### src/hw/rtl/ddo_pkg.sv
package ddo_pkg;

    localparam int FRAC_BITS_DEF  = 16;
    localparam int TRIG_STEPS_DEF = 16;

    localparam logic [15:0] TPM_RESET = 16'd5050;
    localparam logic [15:0] SEP_RESET = 16'd640;

    localparam int                 CFG_IDX_W = 1;
    localparam logic [CFG_IDX_W-1:0] CFG_TPM = 1'b0;
    localparam logic [CFG_IDX_W-1:0] CFG_SEP = 1'b1;

    localparam logic [29:0] BAM_PER_RAD     = 30'd683565276;
    localparam logic [31:0] CORDIC_GAIN_Q30 = 32'd652032875;
    localparam logic [63:0] SAT_MAX         = 64'h0000_0000_7FFF_FFFF;
    localparam logic [19:0] RATE_SCALE      = 20'd1000000;
    localparam logic [9:0]  MM_PER_M        = 10'd1000;

    typedef enum logic [4:0] {
        S_IDLE, S_DIST, S_THQ, S_THF, S_THETA, S_BAM, S_CORT, S_CORH,
        S_M1, S_M2, S_M3, S_M4, S_M5, S_M6, S_POSE, S_RLM, S_RLG,
        S_RAM, S_RAG, S_FIN, S_WAIT
    } t_state;

    typedef enum logic [4:0] {
        OP_NONE, OP_LOAD, OP_DIST_GO, OP_THQ_GO, OP_THF_GO, OP_THETA, OP_BAM,
        OP_COR_T, OP_COR_H, OP_M1, OP_M2, OP_M3, OP_M4, OP_M5, OP_M6,
        OP_POSE, OP_RL_MUL, OP_RL_GO, OP_RA_MUL, OP_RA_GO, OP_FIN
    } t_op;

    typedef struct packed {
        t_op op;
    } t_cmd;

    typedef struct packed {
        logic div_busy;
        logic cor_busy;
    } t_sts;

    function automatic logic [31:0] atan_bam(input logic [4:0] idx);
        logic [31:0] v;
        case (idx)
            5'd0:  v = 32'h20000000;
            5'd1:  v = 32'h12E4051E;
            5'd2:  v = 32'h09FB385B;
            5'd3:  v = 32'h051111D4;
            5'd4:  v = 32'h028B0D43;
            5'd5:  v = 32'h0145D7E1;
            5'd6:  v = 32'h00A2F61E;
            5'd7:  v = 32'h00517C55;
            5'd8:  v = 32'h0028BE53;
            5'd9:  v = 32'h00145F2F;
            5'd10: v = 32'h000A2F98;
            5'd11: v = 32'h000517CC;
            5'd12: v = 32'h00028BE6;
            5'd13: v = 32'h000145F3;
            5'd14: v = 32'h0000A2FA;
            5'd15: v = 32'h0000517D;
            5'd16: v = 32'h000028BE;
            5'd17: v = 32'h0000145F;
            5'd18: v = 32'h00000A30;
            5'd19: v = 32'h00000518;
            5'd20: v = 32'h0000028C;
            5'd21: v = 32'h00000146;
            5'd22: v = 32'h000000A3;
            5'd23: v = 32'h00000051;
            default: v = 32'h00000000;
        endcase
        return v;
    endfunction

    function automatic logic signed [31:0] apply_sign(input logic [63:0] m, input logic neg);
        logic [31:0] mag;
        mag = (m > SAT_MAX) ? 32'h7FFF_FFFF : m[31:0];
        return neg ? $signed(-mag) : $signed(mag);
    endfunction

endpackage

### src/hw/rtl/ddo_ctrl.sv
module ddo_ctrl (
    input  logic          i_clk,
    input  logic          i_rst_n,
    input  logic          i_in_valid,
    output logic          o_in_ready,
    output logic          o_out_valid,
    input  logic          i_out_ready,
    output ddo_pkg::t_cmd o_cmd,
    input  ddo_pkg::t_sts i_sts
);
    import ddo_pkg::*;

    t_state r_state, n_state;
    t_state r_ret, n_ret;
    logic   r_ov, n_ov;

    always_ff @(posedge i_clk) begin
        if (!i_rst_n) begin
            r_state <= S_IDLE;
            r_ret   <= S_IDLE;
            r_ov    <= 1'b0;
        end else begin
            r_state <= n_state;
            r_ret   <= n_ret;
            r_ov    <= n_ov;
        end
    end

    always_comb begin
        n_state    = r_state;
        n_ret      = r_ret;
        n_ov       = (r_ov && i_out_ready) ? 1'b0 : r_ov;
        o_cmd.op   = OP_NONE;
        o_in_ready = 1'b0;
        case (r_state)
            S_IDLE: begin
                o_in_ready = 1'b1;
                if (i_in_valid) begin
                    o_cmd.op = OP_LOAD;
                    n_state  = S_DIST;
                end
            end
            S_DIST:  begin o_cmd.op = OP_DIST_GO; n_ret = S_THQ;   n_state = S_WAIT; end
            S_THQ:   begin o_cmd.op = OP_THQ_GO;  n_ret = S_THF;   n_state = S_WAIT; end
            S_THF:   begin o_cmd.op = OP_THF_GO;  n_ret = S_THETA; n_state = S_WAIT; end
            S_THETA: begin o_cmd.op = OP_THETA;   n_state = S_BAM;  end
            S_BAM:   begin o_cmd.op = OP_BAM;     n_state = S_CORT; end
            S_CORT:  begin o_cmd.op = OP_COR_T;   n_ret = S_CORH;  n_state = S_WAIT; end
            S_CORH:  begin o_cmd.op = OP_COR_H;   n_ret = S_M1;    n_state = S_WAIT; end
            S_M1:    begin o_cmd.op = OP_M1;      n_state = S_M2;   end
            S_M2:    begin o_cmd.op = OP_M2;      n_state = S_M3;   end
            S_M3:    begin o_cmd.op = OP_M3;      n_state = S_M4;   end
            S_M4:    begin o_cmd.op = OP_M4;      n_state = S_M5;   end
            S_M5:    begin o_cmd.op = OP_M5;      n_state = S_M6;   end
            S_M6:    begin o_cmd.op = OP_M6;      n_state = S_POSE; end
            S_POSE:  begin o_cmd.op = OP_POSE;    n_state = S_RLM;  end
            S_RLM:   begin o_cmd.op = OP_RL_MUL;  n_state = S_RLG;  end
            S_RLG:   begin o_cmd.op = OP_RL_GO;   n_ret = S_RAM;   n_state = S_WAIT; end
            S_RAM:   begin o_cmd.op = OP_RA_MUL;  n_state = S_RAG;  end
            S_RAG:   begin o_cmd.op = OP_RA_GO;   n_ret = S_FIN;   n_state = S_WAIT; end
            S_FIN: begin
                if (!r_ov || i_out_ready) begin
                    o_cmd.op = OP_FIN;
                    n_ov     = 1'b1;
                    n_state  = S_IDLE;
                end
            end
            S_WAIT: begin
                if (!i_sts.div_busy && !i_sts.cor_busy) begin
                    n_state = r_ret;
                end
            end
            default: begin
                n_state = S_IDLE;
            end
        endcase
    end

    assign o_out_valid = r_ov;

`ifndef ASSERT_OFF
    a_one_request: assert property (@(posedge i_clk) disable iff (!i_rst_n)
        (i_in_valid && o_in_ready) |=> !o_in_ready)
        else $error("second request taken while one is in work");
    a_fin_holds: assert property (@(posedge i_clk) disable iff (!i_rst_n)
        (r_state == S_FIN && r_ov && !i_out_ready) |=> (r_state == S_FIN) && r_ov)
        else $error("result slot overwritten");
`endif
endmodule

### config.mk
export PLATFORM = sky130hd
export DESIGN_NAME = ddo_ctrl
export DESIGN_NICKNAME = d
export VERILOG_FILES = /design/src/hw/rtl/ddo_pkg.sv /design/src/hw/rtl/ddo_ctrl.sv
export SDC_FILE = /design/constraint.sdc
export NUM_CORES = 1
export LEC_CHECK = 0
export ABC_AREA = 1
export BUFFER_PORTS_ARGS = -buffer_cell sky130_fd_sc_hd__buf_2
export CAP_MARGIN = 30
export CORE_MARGIN = 5
export CORE_UTILIZATION = 55
export DETAILED_ROUTE_END_ITERATION = 16
export HOLD_SLACK_MARGIN = 0.02
export PLACE_DENSITY = 0.78
export SETUP_SLACK_MARGIN = 0.05
export SYNTH_ARGS = -nofsm -noshare
export SYNTH_HDL_FRONTEND = slang
export SYNTH_SLANG_ARGS = --single-unit
### constraint.sdc
create_clock -name i_clk -period 1.6 [get_ports i_clk]
set_input_delay 0.16 -clock i_clk [delete_from_list [all_inputs] [get_ports i_clk]]
set_output_delay 0.16 -clock i_clk [all_outputs]
set_load 0.05 [all_outputs]
==> flow_metrics.py <==
metrics = {
    "status": {
        "outcome": "complete, but fails checks",
        "failing_checks": "setup timing",
    },
    "logic_synthesis": {
        "asyncSetResetFlopFracSynth": 0,
        "synth.ff_latch_count": 11,
        "synthTopCellsByCount": "sky130_fd_sc_hd__nand2_1 (30), sky130_fd_sc_hd__inv_1 (14), sky130_fd_sc_hd__nor2_1 (14)",
        "area_of_the_mapped_netlist_um2": 882,
        "yosysTopAreaCellShare": 0.250,
        "synthMostInstantiatedCell": "sky130_fd_sc_hd__nand2_1",
        "synth_area_per_cell_um2": 6.53,
        "ys_dominant_reg_cell": "sky130_fd_sc_hd__dfxtp_1",
        "yosys-top-cells-area": "sky130_fd_sc_hd__dfxtp_1 (25%), sky130_fd_sc_hd__nand2_1 (13%), sky130_fd_sc_hd__nand3_2 (6.8%)",
        "syn_nets": 141,
        "synthesis.instances": 135,
        "synth_enable_flop_cells": 0,
        "synth.lib_cells_used.distinct": 25,
        "seq_area_frac_synth": 0.250,
        "post-synth-top-area-cell": "sky130_fd_sc_hd__dfxtp_1",
        "synthesis.yosys.warnings": 0,
    },
    "worst_setup_path": {
        "crit_type": "flop to output port",
        "worst-endpoint-arrival_ns": 1.49,
        "path_max_fanout": 6,
        "required_ns": 1.44,
        "critical_path.endpoint_type": "output port",
        "crit_path_start_kind": "flop",
    },
    "clocking": {
        "cts_tree": "built",
        "root_buffer": "sky130_fd_sc_hd__clkbuf_4",
        "clock_sink_count": 11,
        "clk_pin_slew_worst_paths_ns": 0.08,
        "clock_tree.buffer_depth": 2,
        "clkLatencyLatePin_ns": 0.28,
        "numCtsBuffers": 3,
        "postCtsHoldBufs": 0,
        "htreeDepth": 1,
    },
    "die": {
        "die_area_um2": 2500,
        "io_pins": 13,
        "start_util": 0.586,
        "floorplan.die.height_um": 50.0,
        "floorplan.rows": 14,
        "floorplan.core_area_um2": 1510,
        "chipWidth_um": 50.0,
    },
    "timing": {
        "finalSetupViolations": 6,
        "worst_clock_skew_ns": 0.00915,
        "hold_violations": 0,
        "period_needed_ns": 1.65,
        "hold-worst-slack_ns": 0.169,
        "layout_worst_path_cycle_share": 1.03,
        "fmax_mhz": 607,
        "worst-slew-pin-transition_ns": 0.302,
        "setup_repair_after_global_routing_missed_its_margin": "true",
        "final_worst_slack_ns": -0.0485,
        "maxSlewHeadroom": 0.797,
        "drv_slew": 0,
    },
    "global_routing": {
        "grt_max_degree": 11,
        "grt-ovfl-total": 0,
        "number_of_antenna_violations_at_the_first_check_in_global_routing": 0,
        "groute.usage.overall": 0.233,
        "number_of_global_route_vias_before_repair": 1077,
        "grt_first_pass_wirelength_mm": 4.55,
    },
    "routing": {
        "wl_met3_um": 328,
        "detailroute.via_count": 1129,
        "dr_wl_met2_mm": 1.56,
        "route.detailed.wl_per_inst_um": 17.7,
        "drc": 0,
        "via_per_inst": 6.04,
        "route.layer.met1.wl_mm": 1.21,
        "dr.pass1.iters": 5,
        "drt-total-wl_mm": 3.31,
        "initialDrtViolationCount": 113,
        "postRouteAntennaNets": 0,
        "routed.top_layer": "met4",
    },
    "place": {
        "placement.io_buffers": 12,
        "placedCellCount": 166,
        "dpl.hpwl_mm": 1.85,
        "place.gp.congestion": 0.988,
    },
    "cells_and_area": {
        "fin_cells": 187,
        "drive_above_1_share": 0.515,
        "layout.nets": 178,
        "antenna_cells_inserted": 0,
        "area_growth_syn_to_fin_pct": 44.3,
    },
    "run": {
        "maxCapViolations": 0,
    },
    "worst_hold_path": {
        "hold_path_class": "primary input to flop",
    },
    "power": {
        "p_leak_nw": 0.637,
        "peak_supply_drop_v": 0.00183,
        "report.power.total_mw": 2.45,
        "pwr_density_cell_nw_per_um2": 1920,
    },
}
repair_timing:
| item | CTS | global route |
|---|---|---|
| setup endpoints to repair | 7 | 9 |
| setup buffers | 13 | 4 |
| pin swaps | 12 | 9 |
| resized for setup | 26 | 22 |
through the flow:
step | instance area [um^2] | setup TNS [ns] | worst slack (ns) | utilization
final | 1270 | -0.180 | -0.0485 | 0.845
after global routing | 1270 | -0.666 | -0.148 | 0.845
after CTS | 1180 | 0 | 0.000605 | 0.782
after detailed placement | 980 | -0.0140 | -0.0140 | 0.650
after global placement | 980 | -0.00786 | -0.00786 | 0.650
after floorplan | 885 | -0.0184 | -0.0184 | -
power by group:
part           total, mW  switching, mW  internal [mW]
registers          0.446         0.0968          0.349
clock network      0.196         0.0991         0.0968
logic               1.80           1.09          0.717
total               2.45           1.28           1.16
cell usage in the layout (no fill, tap or decap), types with 5 or more instances in the layout:
master                     n
sky130_fd_sc_hd__buf_6     5
sky130_fd_sc_hd__dfxtp_1   5
sky130_fd_sc_hd__a21oi_1   8
sky130_fd_sc_hd__inv_1    12
sky130_fd_sc_hd__inv_2     7
sky130_fd_sc_hd__nand3_2   7
sky130_fd_sc_hd__nand2_2   8
sky130_fd_sc_hd__nor2_1   10
sky130_fd_sc_hd__nand4_1   7
sky130_fd_sc_hd__buf_4    22
sky130_fd_sc_hd__nand3_1   6
sky130_fd_sc_hd__nand2_1  25
sky130_fd_sc_hd__buf_2     6
sky130_fd_sc_hd__nor2_2    5
path summary, 6_finish.rpt:
path,startpoint,to,slack (ns),cells after the start
max,r_state[3],o_cmd[0],-0.05,5
min,i_rst_n,r_ret[1],0.17,3
max reg2reg,r_state[0],r_state[1],-0.01,10
min reg2reg,r_ret[0],r_ret[0],0.47,2
registers in the layout, indices dropped and copies added, names as in the netlist:
signal	flops
r_ret	5
o_out_valid	1
r_state	5
worst max-delay path, stage by stage, from the launching register on:
cell and delay, ns:
sky130_fd_sc_hd__dfxtp_4 0.39, sky130_fd_sc_hd__buf_4 0.17, sky130_fd_sc_hd__nor2_2 0.13, sky130_fd_sc_hd__nand2_1 0.10, sky130_fd_sc_hd__o211ai_1 0.18, sky130_fd_sc_hd__buf_4 0.23
cell families after synthesis:
group / Yosys count / synth area share
compound gates: 21 / 0.142
buf+inv: 26 / 0.132
flops: 11 / 0.250
simple gates: 77 / 0.477
layout make-up:
cell class,instances,area (um^2)
multi-input combinational,98,608
fill,76,234
clock buffer,4,26.3
tap,16,20.0
timing repair buffer,35,287
inverter,23,93.8
sequential,11,238
routing by layer:
layer,up-vias,global-route usage
met1,497,0.273
met4,0,0.166
met5,-,0
met3,27,0.0422
li1,518,-
met2,87,0.372
Note: power is estimated with default switching activity, not from simulation.
